[config.mk]
export PLATFORM = sky130hd
export DESIGN_NAME = tile_layer_csv_decoder
export DESIGN_NICKNAME = d
export VERILOG_FILES = /design/src/sv/tlcd_pkg.sv /design/src/sv/tlcd_front.sv /design/src/sv/tlcd_queue.sv /design/src/sv/tlcd_back.sv /design/src/sv/tile_layer_csv_decoder.sv
export SDC_FILE = /design/constraint.sdc
export NUM_CORES = 2
export LEC_CHECK = 0
export BUFFER_PORTS_ARGS = -buffer_cell sky130_fd_sc_hd__buf_4
export CAP_MARGIN = 40
export CORE_MARGIN = 3
export CORE_UTILIZATION = 55
export DETAILED_ROUTE_END_ITERATION = 10
export PLACE_DENSITY_LB_ADDON = 0.05
export REMOVE_ABC_BUFFERS = 1
export SLEW_MARGIN = 20
export SYNTH_ARGS = -nofsm -noshare
export SYNTH_HDL_FRONTEND = slang
export SYNTH_HIERARCHICAL = 1
export SYNTH_SLANG_ARGS = --single-unit
[constraint.sdc]
create_clock -name clk_i -period 10.64 [get_ports clk_i]
set_input_delay 1.596 -clock clk_i [delete_from_list [all_inputs] [get_ports clk_i]]
set_output_delay 1.596 -clock clk_i [all_outputs]
set_load 0.01 [all_outputs]
[src/sv/tlcd_pkg.sv]
package tlcd_pkg;

  localparam int unsigned MAX_MAP_WIDTH_DEF = 4096;
  localparam int unsigned MAX_ROWS_DEF      = 65536;

  localparam int unsigned CHAR_W    = 8;
  localparam int unsigned CODE_W    = 32;
  localparam int unsigned ID_W      = 29;
  localparam int unsigned PIX_W     = 11;
  localparam int unsigned COUNT_W   = 13;
  localparam int unsigned POS_X_W   = 22;
  localparam int unsigned POS_Y_W   = 26;
  localparam int unsigned SRC_X_W   = 22;
  localparam int unsigned SRC_Y_W   = 39;
  localparam int unsigned REM_W     = 12;
  localparam int unsigned OUT_RAW_W = ID_W + POS_X_W + POS_Y_W + SRC_X_W + SRC_Y_W + 1;
  localparam int unsigned OUT_W     = ((OUT_RAW_W + 7) / 8) * 8;

  localparam logic [PIX_W-1:0]   MAX_TILE_PIXELS = PIX_W'(1024);
  localparam logic [COUNT_W-1:0] MAX_COLUMNS     = COUNT_W'(4096);

  localparam logic [CODE_W-1:0] CODE_FLIP_H  = 32'h8000_0000;
  localparam logic [CODE_W-1:0] CODE_FLIP_V  = 32'h4000_0000;
  localparam logic [CODE_W-1:0] CODE_FLIP_D  = 32'h2000_0000;
  localparam logic [CODE_W-1:0] CODE_ID_MASK = ~(CODE_FLIP_H | CODE_FLIP_V | CODE_FLIP_D);

  localparam logic [CHAR_W-1:0] CHAR_END  = 8'h00;
  localparam logic [CHAR_W-1:0] CHAR_ZERO = 8'h30;
  localparam logic [CHAR_W-1:0] CHAR_NINE = 8'h39;

  localparam int unsigned QUEUE_DEPTH = 4;

  localparam int unsigned CFG_IDX_W  = 2;
  localparam int unsigned CFG_DATA_W = COUNT_W;

  typedef enum logic [CFG_IDX_W-1:0] {
    CFG_TILE_WIDTH      = 2'd0,
    CFG_TILE_HEIGHT     = 2'd1,
    CFG_MAP_WIDTH       = 2'd2,
    CFG_TILESET_COLUMNS = 2'd3
  } cfg_reg_e;

  typedef struct packed {
    logic [PIX_W-1:0]   tile_width;
    logic [PIX_W-1:0]   tile_height;
    logic [COUNT_W-1:0] map_width;
    logic [COUNT_W-1:0] tileset_columns;
  } cfg_t;

  localparam logic [PIX_W-1:0]   TILE_WIDTH_RST      = PIX_W'(16);
  localparam logic [PIX_W-1:0]   TILE_HEIGHT_RST     = PIX_W'(16);
  localparam logic [COUNT_W-1:0] MAP_WIDTH_RST       = COUNT_W'(64);
  localparam logic [COUNT_W-1:0] TILESET_COLUMNS_RST = COUNT_W'(16);

endpackage

[src/sv/tlcd_front.sv]
module tlcd_front
  import tlcd_pkg::*;
#(
  parameter int unsigned MAX_MAP_WIDTH = MAX_MAP_WIDTH_DEF,
  parameter int unsigned MAX_ROWS      = MAX_ROWS_DEF,
  localparam int unsigned COL_W = (MAX_MAP_WIDTH > 1) ? $clog2(MAX_MAP_WIDTH) : 1,
  localparam int unsigned ROW_W = (MAX_ROWS > 1) ? $clog2(MAX_ROWS) : 1
) (
  input  logic              clk_i,
  input  logic              rst_ni,
  input  logic              byte_valid_i,
  input  logic [CHAR_W-1:0] byte_i,
  output logic              byte_ready_o,
  input  logic [COUNT_W-1:0] map_width_i,
  input  logic              job_full_i,
  output logic              job_push_o,
  output logic [ID_W-1:0]   job_id_o,
  output logic              job_flip_o,
  output logic [COL_W-1:0]  job_col_o,
  output logic [ROW_W-1:0]  job_row_o
);

  localparam int unsigned WCMP_W = ($clog2(MAX_MAP_WIDTH + 1) > COUNT_W) ?
                                   $clog2(MAX_MAP_WIDTH + 1) : COUNT_W;
  localparam int unsigned RCMP_W = $clog2(MAX_ROWS + 1);

  logic [CODE_W-1:0] accum_q, accum_d;
  logic              ovf_q, ovf_d;
  logic              have_q, have_d;
  logic [COL_W-1:0]  col_q, col_d;
  logic [ROW_W-1:0]  row_q, row_d;

  logic                accept;
  logic                is_digit;
  logic [CODE_W+3:0]   next_accum;
  logic [CODE_W-1:0]   id_code;
  logic [WCMP_W-1:0]   row_len;
  logic [WCMP_W-1:0]   col_inc;
  logic [RCMP_W-1:0]   row_inc;

  assign byte_ready_o = !job_full_i;
  assign accept       = byte_valid_i && !job_full_i;
  assign is_digit     = byte_i inside {[CHAR_ZERO:CHAR_NINE]};

  assign next_accum = ({4'b0, accum_q} << 3) + ({4'b0, accum_q} << 1)
                    + (CODE_W + 4)'(byte_i[3:0]);
  assign id_code    = accum_q & CODE_ID_MASK;

  always_comb begin
    if (map_width_i == '0) begin
      row_len = WCMP_W'(1);
    end else if (WCMP_W'(map_width_i) > WCMP_W'(MAX_MAP_WIDTH)) begin
      row_len = WCMP_W'(MAX_MAP_WIDTH);
    end else begin
      row_len = WCMP_W'(map_width_i);
    end
  end

  assign col_inc = WCMP_W'(col_q) + WCMP_W'(1);
  assign row_inc = RCMP_W'(row_q) + RCMP_W'(1);

  assign job_id_o   = id_code[ID_W-1:0];
  assign job_flip_o = |(accum_q & CODE_FLIP_H);
  assign job_col_o  = col_q;
  assign job_row_o  = row_q;

  always_comb begin
    accum_d    = accum_q;
    ovf_d      = ovf_q;
    have_d     = have_q;
    col_d      = col_q;
    row_d      = row_q;
    job_push_o = 1'b0;
    if (accept) begin
      if (byte_i == CHAR_END) begin
        accum_d = '0;
        ovf_d   = 1'b0;
        have_d  = 1'b0;
        col_d   = '0;
        row_d   = '0;
      end else if (is_digit) begin
        accum_d = next_accum[CODE_W-1:0];
        ovf_d   = ovf_q || (next_accum[CODE_W+3:CODE_W] != '0);
        have_d  = 1'b1;
      end else if (have_q) begin
        // a finished number always advances the index, even with no tile
        job_push_o = !ovf_q && (id_code != '0);
        accum_d    = '0;
        ovf_d      = 1'b0;
        have_d     = 1'b0;
        if (col_inc >= row_len) begin
          col_d = '0;
          if (row_inc >= RCMP_W'(MAX_ROWS)) begin
            row_d = '0;
          end else begin
            row_d = row_inc[ROW_W-1:0];
          end
        end else begin
          col_d = col_inc[COL_W-1:0];
        end
      end
    end
  end

  always_ff @(posedge clk_i or negedge rst_ni) begin
    if (!rst_ni) begin
      accum_q <= '0;
      ovf_q   <= 1'b0;
      have_q  <= 1'b0;
      col_q   <= '0;
      row_q   <= '0;
    end else begin
      accum_q <= accum_d;
      ovf_q   <= ovf_d;
      have_q  <= have_d;
      col_q   <= col_d;
      row_q   <= row_d;
    end
  end

endmodule

[src/sv/tlcd_queue.sv]
module tlcd_queue
  import tlcd_pkg::*;
#(
  parameter int unsigned DATA_W = 1
) (
  input  logic              clk_i,
  input  logic              rst_ni,
  input  logic              push_i,
  input  logic [DATA_W-1:0] push_data_i,
  output logic              full_o,
  input  logic              pop_i,
  output logic [DATA_W-1:0] pop_data_o,
  output logic              empty_o
);

  localparam int unsigned PTR_W = (QUEUE_DEPTH > 1) ? $clog2(QUEUE_DEPTH) : 1;
  localparam int unsigned CNT_W = $clog2(QUEUE_DEPTH + 1);

  logic [DATA_W-1:0] mem_q [QUEUE_DEPTH];
  logic [PTR_W-1:0]  wr_ptr_q, wr_ptr_d;
  logic [PTR_W-1:0]  rd_ptr_q, rd_ptr_d;
  logic [CNT_W-1:0]  count_q, count_d;
  logic              do_push;
  logic              do_pop;

  assign full_o     = (count_q == CNT_W'(QUEUE_DEPTH));
  assign empty_o    = (count_q == '0);
  assign do_push    = push_i && !full_o;
  assign do_pop     = pop_i && !empty_o;
  assign pop_data_o = mem_q[rd_ptr_q];

  always_comb begin
    wr_ptr_d = wr_ptr_q;
    rd_ptr_d = rd_ptr_q;
    count_d  = count_q;
    if (do_push) begin
      wr_ptr_d = (wr_ptr_q == PTR_W'(QUEUE_DEPTH - 1)) ? '0 : wr_ptr_q + PTR_W'(1);
    end
    if (do_pop) begin
      rd_ptr_d = (rd_ptr_q == PTR_W'(QUEUE_DEPTH - 1)) ? '0 : rd_ptr_q + PTR_W'(1);
    end
    if (do_push && !do_pop) begin
      count_d = count_q + CNT_W'(1);
    end else if (do_pop && !do_push) begin
      count_d = count_q - CNT_W'(1);
    end
  end

  always_ff @(posedge clk_i or negedge rst_ni) begin
    if (!rst_ni) begin
      wr_ptr_q <= '0;
      rd_ptr_q <= '0;
      count_q  <= '0;
    end else begin
      wr_ptr_q <= wr_ptr_d;
      rd_ptr_q <= rd_ptr_d;
      count_q  <= count_d;
    end
  end

  always_ff @(posedge clk_i) begin
    if (do_push) begin
      mem_q[wr_ptr_q] <= push_data_i;
    end
  end

endmodule

[src/sv/tlcd_back.sv]
module tlcd_back
  import tlcd_pkg::*;
#(
  parameter int unsigned MAX_MAP_WIDTH = MAX_MAP_WIDTH_DEF,
  parameter int unsigned MAX_ROWS      = MAX_ROWS_DEF,
  localparam int unsigned COL_W = (MAX_MAP_WIDTH > 1) ? $clog2(MAX_MAP_WIDTH) : 1,
  localparam int unsigned ROW_W = (MAX_ROWS > 1) ? $clog2(MAX_ROWS) : 1
) (
  input  logic               clk_i,
  input  logic               rst_ni,
  input  cfg_t               cfg_i,
  input  logic               job_valid_i,
  output logic               job_pop_o,
  input  logic [ID_W-1:0]    job_id_i,
  input  logic               job_flip_i,
  input  logic [COL_W-1:0]   job_col_i,
  input  logic [ROW_W-1:0]   job_row_i,
  output logic               out_valid_o,
  input  logic               out_ready_i,
  output logic [ID_W-1:0]    tile_id_o,
  output logic [POS_X_W-1:0] pos_x_o,
  output logic [POS_Y_W-1:0] pos_y_o,
  output logic [SRC_X_W-1:0] src_x_o,
  output logic [SRC_Y_W-1:0] src_y_o,
  output logic               hflip_o
);

  localparam int unsigned STEP_W = $clog2(ID_W);

  typedef enum logic [2:0] {
    ST_IDLE = 3'b001,
    ST_DIV  = 3'b010,
    ST_MUL  = 3'b100
  } state_e;

  state_e            state_q, state_d;
  logic [STEP_W-1:0] step_q, step_d;
  logic [ID_W-1:0]   quo_q, quo_d;
  logic [REM_W-1:0]  rem_q, rem_d;
  logic [ID_W-1:0]   id_q;
  logic              flip_q;
  logic [COL_W-1:0]  col_q;
  logic [ROW_W-1:0]  row_q;
  logic              load_job;

  logic              out_valid_q, out_valid_d;
  logic              load_out;

  logic [PIX_W-1:0]   tw;
  logic [PIX_W-1:0]   th;
  logic [COUNT_W-1:0] cols;
  logic [REM_W:0]     rem_sh;
  logic               rem_fit;

  logic [COL_W+PIX_W-1:0] pos_x_full;
  logic [ROW_W+PIX_W-1:0] pos_y_full;
  logic [REM_W+PIX_W-1:0] src_x_full;
  logic [ID_W+PIX_W-1:0]  src_y_full;

  assign tw = (cfg_i.tile_width > MAX_TILE_PIXELS) ? MAX_TILE_PIXELS : cfg_i.tile_width;
  assign th = (cfg_i.tile_height > MAX_TILE_PIXELS) ? MAX_TILE_PIXELS : cfg_i.tile_height;

  always_comb begin
    if (cfg_i.tileset_columns == '0) begin
      cols = COUNT_W'(1);
    end else if (cfg_i.tileset_columns > MAX_COLUMNS) begin
      cols = MAX_COLUMNS;
    end else begin
      cols = cfg_i.tileset_columns;
    end
  end

  // restoring division of (id - 1) by the column count, one quotient bit per cycle
  assign rem_sh  = {rem_q, quo_q[ID_W-1]};
  assign rem_fit = (rem_sh >= (REM_W + 1)'(cols));

  assign load_out  = (state_q == ST_MUL) && (!out_valid_q || out_ready_i);
  assign load_job  = (state_q == ST_IDLE) && job_valid_i;
  assign job_pop_o = load_job;

  always_comb begin
    state_d = state_q;
    step_d  = step_q;
    quo_d   = quo_q;
    rem_d   = rem_q;
    case (state_q)
      ST_IDLE: begin
        if (job_valid_i) begin
          quo_d   = job_id_i - ID_W'(1);
          rem_d   = '0;
          step_d  = '0;
          state_d = ST_DIV;
        end
      end
      ST_DIV: begin
        if (rem_fit) begin
          rem_d = REM_W'(rem_sh - (REM_W + 1)'(cols));
        end else begin
          rem_d = rem_sh[REM_W-1:0];
        end
        quo_d  = {quo_q[ID_W-2:0], rem_fit};
        step_d = step_q + STEP_W'(1);
        if (step_q == STEP_W'(ID_W - 1)) begin
          state_d = ST_MUL;
        end
      end
      ST_MUL: begin
        if (load_out) begin
          state_d = ST_IDLE;
        end
      end
      default: begin
        state_d = ST_IDLE;
      end
    endcase
  end

  always_comb begin
    out_valid_d = out_valid_q;
    if (load_out) begin
      out_valid_d = 1'b1;
    end else if (out_ready_i) begin
      out_valid_d = 1'b0;
    end
  end

  assign pos_x_full = (COL_W + PIX_W)'(col_q) * (COL_W + PIX_W)'(tw);
  assign pos_y_full = (ROW_W + PIX_W)'(row_q) * (ROW_W + PIX_W)'(th);
  assign src_x_full = (REM_W + PIX_W)'(rem_q) * (REM_W + PIX_W)'(tw);
  assign src_y_full = (ID_W + PIX_W)'(quo_q) * (ID_W + PIX_W)'(th);

  always_ff @(posedge clk_i or negedge rst_ni) begin
    if (!rst_ni) begin
      state_q     <= ST_IDLE;
      step_q      <= '0;
      out_valid_q <= 1'b0;
    end else begin
      state_q     <= state_d;
      step_q      <= step_d;
      out_valid_q <= out_valid_d;
    end
  end

  always_ff @(posedge clk_i) begin
    quo_q <= quo_d;
    rem_q <= rem_d;
    if (load_job) begin
      id_q   <= job_id_i;
      flip_q <= job_flip_i;
      col_q  <= job_col_i;
      row_q  <= job_row_i;
    end
    if (load_out) begin
      tile_id_o <= id_q;
      pos_x_o   <= POS_X_W'(pos_x_full);
      pos_y_o   <= POS_Y_W'(pos_y_full);
      src_x_o   <= SRC_X_W'(src_x_full);
      src_y_o   <= SRC_Y_W'(src_y_full);
      hflip_o   <= flip_q;
    end
  end

  assign out_valid_o = out_valid_q;

endmodule

[src/sv/tile_layer_csv_decoder.sv]
// Throughput: one text byte per cycle while the job queue has room; the back end's
// bit-serial divider (29 steps plus load and multiply) works on one job at a time and
// takes the next only once the last tile has been loaded into the output registers.
// Reset (asynchronous, active low) clears the number, the tile index, the queue and
// the output, and sets the registers to 16, 16, 64 and 16.
module tile_layer_csv_decoder
  import tlcd_pkg::*;
#(
  parameter int unsigned MAX_MAP_WIDTH = MAX_MAP_WIDTH_DEF,
  parameter int unsigned MAX_ROWS      = MAX_ROWS_DEF
) (
  input  logic                  clk_i,
  input  logic                  rst_ni,
  input  logic                  cfg_we_i,
  input  logic [CFG_IDX_W-1:0]  cfg_index_i,
  input  logic [CFG_DATA_W-1:0] cfg_wdata_i,
  input  logic                  s_axis_tvalid,
  output logic                  s_axis_tready,
  input  logic [CHAR_W-1:0]     s_axis_tdata,   // [7:0] char_code
  output logic                  m_axis_tvalid,
  input  logic                  m_axis_tready,
  // [28:0] tile_id, [50:29] pos_x, [76:51] pos_y, [98:77] src_x,
  // [137:99] src_y, [138] hflip, rest zero
  output logic [OUT_W-1:0]      m_axis_tdata
);

  localparam int unsigned COL_W = (MAX_MAP_WIDTH > 1) ? $clog2(MAX_MAP_WIDTH) : 1;
  localparam int unsigned ROW_W = (MAX_ROWS > 1) ? $clog2(MAX_ROWS) : 1;
  localparam int unsigned JOB_W = ID_W + 1 + COL_W + ROW_W;

  cfg_t cfg_q;

  logic              push;
  logic              full;
  logic              pop;
  logic              empty;
  logic [ID_W-1:0]   f_id;
  logic              f_flip;
  logic [COL_W-1:0]  f_col;
  logic [ROW_W-1:0]  f_row;
  logic [JOB_W-1:0]  push_data;
  logic [JOB_W-1:0]  pop_data;

  logic [ID_W-1:0]    tile_id;
  logic [POS_X_W-1:0] pos_x;
  logic [POS_Y_W-1:0] pos_y;
  logic [SRC_X_W-1:0] src_x;
  logic [SRC_Y_W-1:0] src_y;
  logic               hflip;

  always_ff @(posedge clk_i or negedge rst_ni) begin
    if (!rst_ni) begin
      cfg_q.tile_width      <= TILE_WIDTH_RST;
      cfg_q.tile_height     <= TILE_HEIGHT_RST;
      cfg_q.map_width       <= MAP_WIDTH_RST;
      cfg_q.tileset_columns <= TILESET_COLUMNS_RST;
    end else if (cfg_we_i) begin
      case (cfg_reg_e'(cfg_index_i))
        CFG_TILE_WIDTH:      cfg_q.tile_width      <= cfg_wdata_i[PIX_W-1:0];
        CFG_TILE_HEIGHT:     cfg_q.tile_height     <= cfg_wdata_i[PIX_W-1:0];
        CFG_MAP_WIDTH:       cfg_q.map_width       <= cfg_wdata_i;
        CFG_TILESET_COLUMNS: cfg_q.tileset_columns <= cfg_wdata_i;
        default: begin
        end
      endcase
    end
  end

  tlcd_front #(
    .MAX_MAP_WIDTH(MAX_MAP_WIDTH),
    .MAX_ROWS     (MAX_ROWS)
  ) u_front (
    .clk_i       (clk_i),
    .rst_ni      (rst_ni),
    .byte_valid_i(s_axis_tvalid),
    .byte_i      (s_axis_tdata),
    .byte_ready_o(s_axis_tready),
    .map_width_i (cfg_q.map_width),
    .job_full_i  (full),
    .job_push_o  (push),
    .job_id_o    (f_id),
    .job_flip_o  (f_flip),
    .job_col_o   (f_col),
    .job_row_o   (f_row)
  );

  assign push_data = {f_row, f_col, f_flip, f_id};

  tlcd_queue #(
    .DATA_W(JOB_W)
  ) u_queue (
    .clk_i      (clk_i),
    .rst_ni     (rst_ni),
    .push_i     (push),
    .push_data_i(push_data),
    .full_o     (full),
    .pop_i      (pop),
    .pop_data_o (pop_data),
    .empty_o    (empty)
  );

  tlcd_back #(
    .MAX_MAP_WIDTH(MAX_MAP_WIDTH),
    .MAX_ROWS     (MAX_ROWS)
  ) u_back (
    .clk_i      (clk_i),
    .rst_ni     (rst_ni),
    .cfg_i      (cfg_q),
    .job_valid_i(!empty),
    .job_pop_o  (pop),
    .job_id_i   (pop_data[ID_W-1:0]),
    .job_flip_i (pop_data[ID_W]),
    .job_col_i  (pop_data[ID_W+COL_W:ID_W+1]),
    .job_row_i  (pop_data[JOB_W-1:ID_W+COL_W+1]),
    .out_valid_o(m_axis_tvalid),
    .out_ready_i(m_axis_tready),
    .tile_id_o  (tile_id),
    .pos_x_o    (pos_x),
    .pos_y_o    (pos_y),
    .src_x_o    (src_x),
    .src_y_o    (src_y),
    .hflip_o    (hflip)
  );

  assign m_axis_tdata = OUT_W'({hflip, src_y, src_x, pos_y, pos_x, tile_id});

endmodule

==> results by group <==
Synthesis
  • Main synth FF type: edfxtp_1
  • Sequential share of the synthesized area: 0.348
  • Yosys cell types: 83
  • Yosys reg bits: 596
  • Gate Count Post-Synth: 4569
  • Yosys top cell by area: edfxtp_1
  • Top post-synthesis cells by area: edfxtp_1, fa_1, ha_1
  • EDFF count, synth: 470
  • Syn. warnings: 6
  • Ys async rst share: 0.211
  • Yosys top cell area share: 0.285
  • Post-Syn Area: 49600 um^2
  • Syn_area_per_cell: 10.9 um^2

Detailed routing
  • Vias: 32527
  • Routed WL: 112 mm
  • Antenna-violating nets left: 0
  • Routed len/inst: 19.2 um
  • First drt pass iteration count: 5
  • Residual DRC: 0
  • Initial drt markers: 1923
  • Via density: 5.57

Global routing
  • Global-route wire length before repair: 183 mm
  • GRT met2 Usage: 0.402
  • Met3 Track Usage GR: 0.0376
  • Initial antenna violation count: 2
  • GR Overflow Total: 0
  • Grt peak-use layer: met2
  • Pin count of the biggest net entering global routing: 71
  • Overall global routing resource usage: 0.246
  • Met1 Usage GRT: 0.350
  • Vias in the first global route: 34040

Critical path
  • Worst setup path category: flop to flop
  • R2r startpoint: cfg_q[36]
  • CP Max Fanout: 31
  • Critical path launch point type: flop
  • CP Data Arrival Time: 7.65 ns
  • CP Launch Point: cfg_q[36]
  • Reg2reg end: u_back/src_y_o[36]
  • CP required: 11.00 ns
  • Reg2Reg Depth: 20
  • Most used cell, CP: fa_1
  • CP cell instances: buf_4 -> nor2b_2 -> buf_4 -> nand2_1 -> fa_1 -> inv_1 -> fa_1 -> fa_1 -> fa_1 -> inv_1 -> fa_1 -> inv_1 -> ha_1 -> nand4_1 -> or3_1 -> o22ai_1 -> o21ai_0 -> a41oi_1 -> nor4b_1 -> a311o_1
  • Crit-path max cell delay: 0.63 ns
  • Crit end category: flop
  • Critical-path top delay cell: dfrtp_2
  • Worst reg-to-reg setup slack: 3.36 ns

Hold path
  • Hold Path Class: flop to flop
  • Worst hold path depth: 0
  • Worst Hold Launch: u_back/id_q[18]
  • Min-Delay Endpoint: u_back/tile_id_o[18]

Clocking
  • CTS tree: yes
  • CTS resizes: 0
  • Clock Pin Slew Worst Setup and Hold Paths: 0.05 ns
  • Clock Tree Root: clkbuf_16
  • Clock sinks: 596
  • CTS HTree Levels: 3
  • CTS buffer count: 70
  • Clk buf depth: 3
  • Clk Latency, worst-skew pair: 0.63 ns
  • Hold buffer count at CTS: 0
  • Setup Buffers After CTS: 0

Cells and area
  • Area Overhead vs Synth: 9.15%
  • Filler Cell Count: 7430
  • Final #Nets: 5542
  • Share of layout cells above drive strength 1: 0.106

Placed design
  • GP Congestion: 0.867
  • DP HPWL: 82.5 mm
  • IO Port Bufs: 168

STA
  • Fin. Hold Viols: 0
  • Worst relative slew slack: 0.460
  • Worst Skew: 0.0218 ns
  • Worst Tran Pin Value: 0.809 ns
  • Fin crit period: 7.28 ns
  • Setup violators final: 0
  • Period Utilization, post-route: 0.684
  • Slew Limit Fails: 0
  • Sum Neg Setup Slack: 0 ns
  • Unrepaired setup endpoints after global routing: no
  • Fmax: 137 MHz

Die
  • Core Area: 88900 um^2
  • Row count: 109
  • Die ar.: 93800 um^2
  • IO Count: 174
  • Die W: 306 um
  • Die Height: 306 um
  • Initial core utilization: 0.558

Run status
  • Status: finished, final reports clean

Flow run
  • Number of max-cap violations: 0
-- cells in the mapped netlist, drive strengths merged, types with 55 or more instances --
library cell  number
inv              659
nand2            613
fa               545
edfxtp           470
ha               353
and2             348
clkbuf           195
o21ai            159
a21oi            137
nor2             124
dfrtp            121
xnor2            108
xor2              69
buf               58
mux4              58
mux2              55
-- cell usage in the layout, fill, tap and decap left out, drive strengths merged, types with 18 or more instances in the layout --
master	netlist	final
inv	659	665
nand2	613	613
fa	545	545
edfxtp	470	470
ha	353	353
and2	348	348
buf	58	223
o21ai	159	159
a21oi	137	137
nor2	124	124
dfrtp	121	121
xnor2	108	108
clkbuf	195	99
xor2	69	69
mux4	58	58
mux2	55	55
a21o	48	48
nor2b	48	48
nand3	47	47
nor3	40	40
nor4	26	26
and3	25	25
nand2b	23	23
nand4	21	21
a31oi	18	18
-- how the worst max path moves through the flow --
stage,end,slack [ns]
after floorplan,u_back/hflip_o,2.55
after global placement,u_back/src_y_o[33],3.46
after detailed placement,u_back/src_y_o[36],3.36
after CTS,u_back/src_y_o[36],3.35
after global routing,u_back/src_y_o[37],2.88
final,u_back/src_y_o[36],3.36
-- worst max-delay path: cells and delay by family, from the launching register on --
family	cells	cell delay, ns
adders and majority gates	6	2.85
AOI/OAI and AO/OA	4	1.28
and+or+nand+nor	5	1.28
DFF	1	0.63
buffers and inverters	5	0.94
-- routing by layer --
metal,part of all wire,vias up
li1,-,15054
met5,0,-
met1,0.45,16516
met3,0.055,145
met4,0.020,0
met2,0.47,812
-- state kept, by name, indices dropped and copies added, names as in the netlist, 3 cells and up --
register	cells
u_queue/mem_q	232
cfg_q	48
u_back/src_y_o	39
u_front/accum_q	32
u_back/id_q	29
u_back/quo_q	29
u_back/tile_id_o	29
u_back/pos_y_o	26
u_back/pos_x_o	22
u_back/src_x_o	22
u_back/row_q	16
u_front/job_row_o	16
u_back/col_q	12
u_back/rem_q	12
u_front/job_col_o	12
u_back/step_q	5
u_back/state_q	3
u_queue/count_q	3
-- logic make-up after synthesis --
logic type	share of synthesized area
DFF	0.348
other	0.0000756
adders and majority gates	0.309
and+or+nand+nor	0.133
buffers and inverters	0.0726
xor gates and xnor gates	0.0313
AOI/OAI and AO/OA	0.0643
muxes	0.0410
-- through the flow --
step	cell area, um^2	util	hold WS (ns)	cells	setup slack, ns
floorplan	48500	-	0.400	4320	2.55
detailed placement	51800	0.582	0.406	5706	3.36
global route	54100	0.609	0.417	5837	2.88
finish	54100	0.609	0.416	5838	3.36
global placement	51600	0.580	0.403	5692	3.46
CTS	54100	0.608	0.411	5834	3.35
-- final cells by class --
type / count / area (um^2) / share of cell area
antenna: 1 / 2.50 / 0.0000462
clock buffer: 98 / 1940 / 0.0358
clock inverter: 30 / 368 / 0.00680
inverter: 659 / 2470 / 0.0457
multi-input combinational: 3065 / 28800 / 0.532
sequential: 596 / 17300 / 0.319
tap: 1165 / 1460 / 0.0269
timing repair buffer: 224 / 1820 / 0.0336
Power is left out: the tool's default activity adds up to more than one toggle a clock period on the data nets, which glitch-free logic cannot reach.
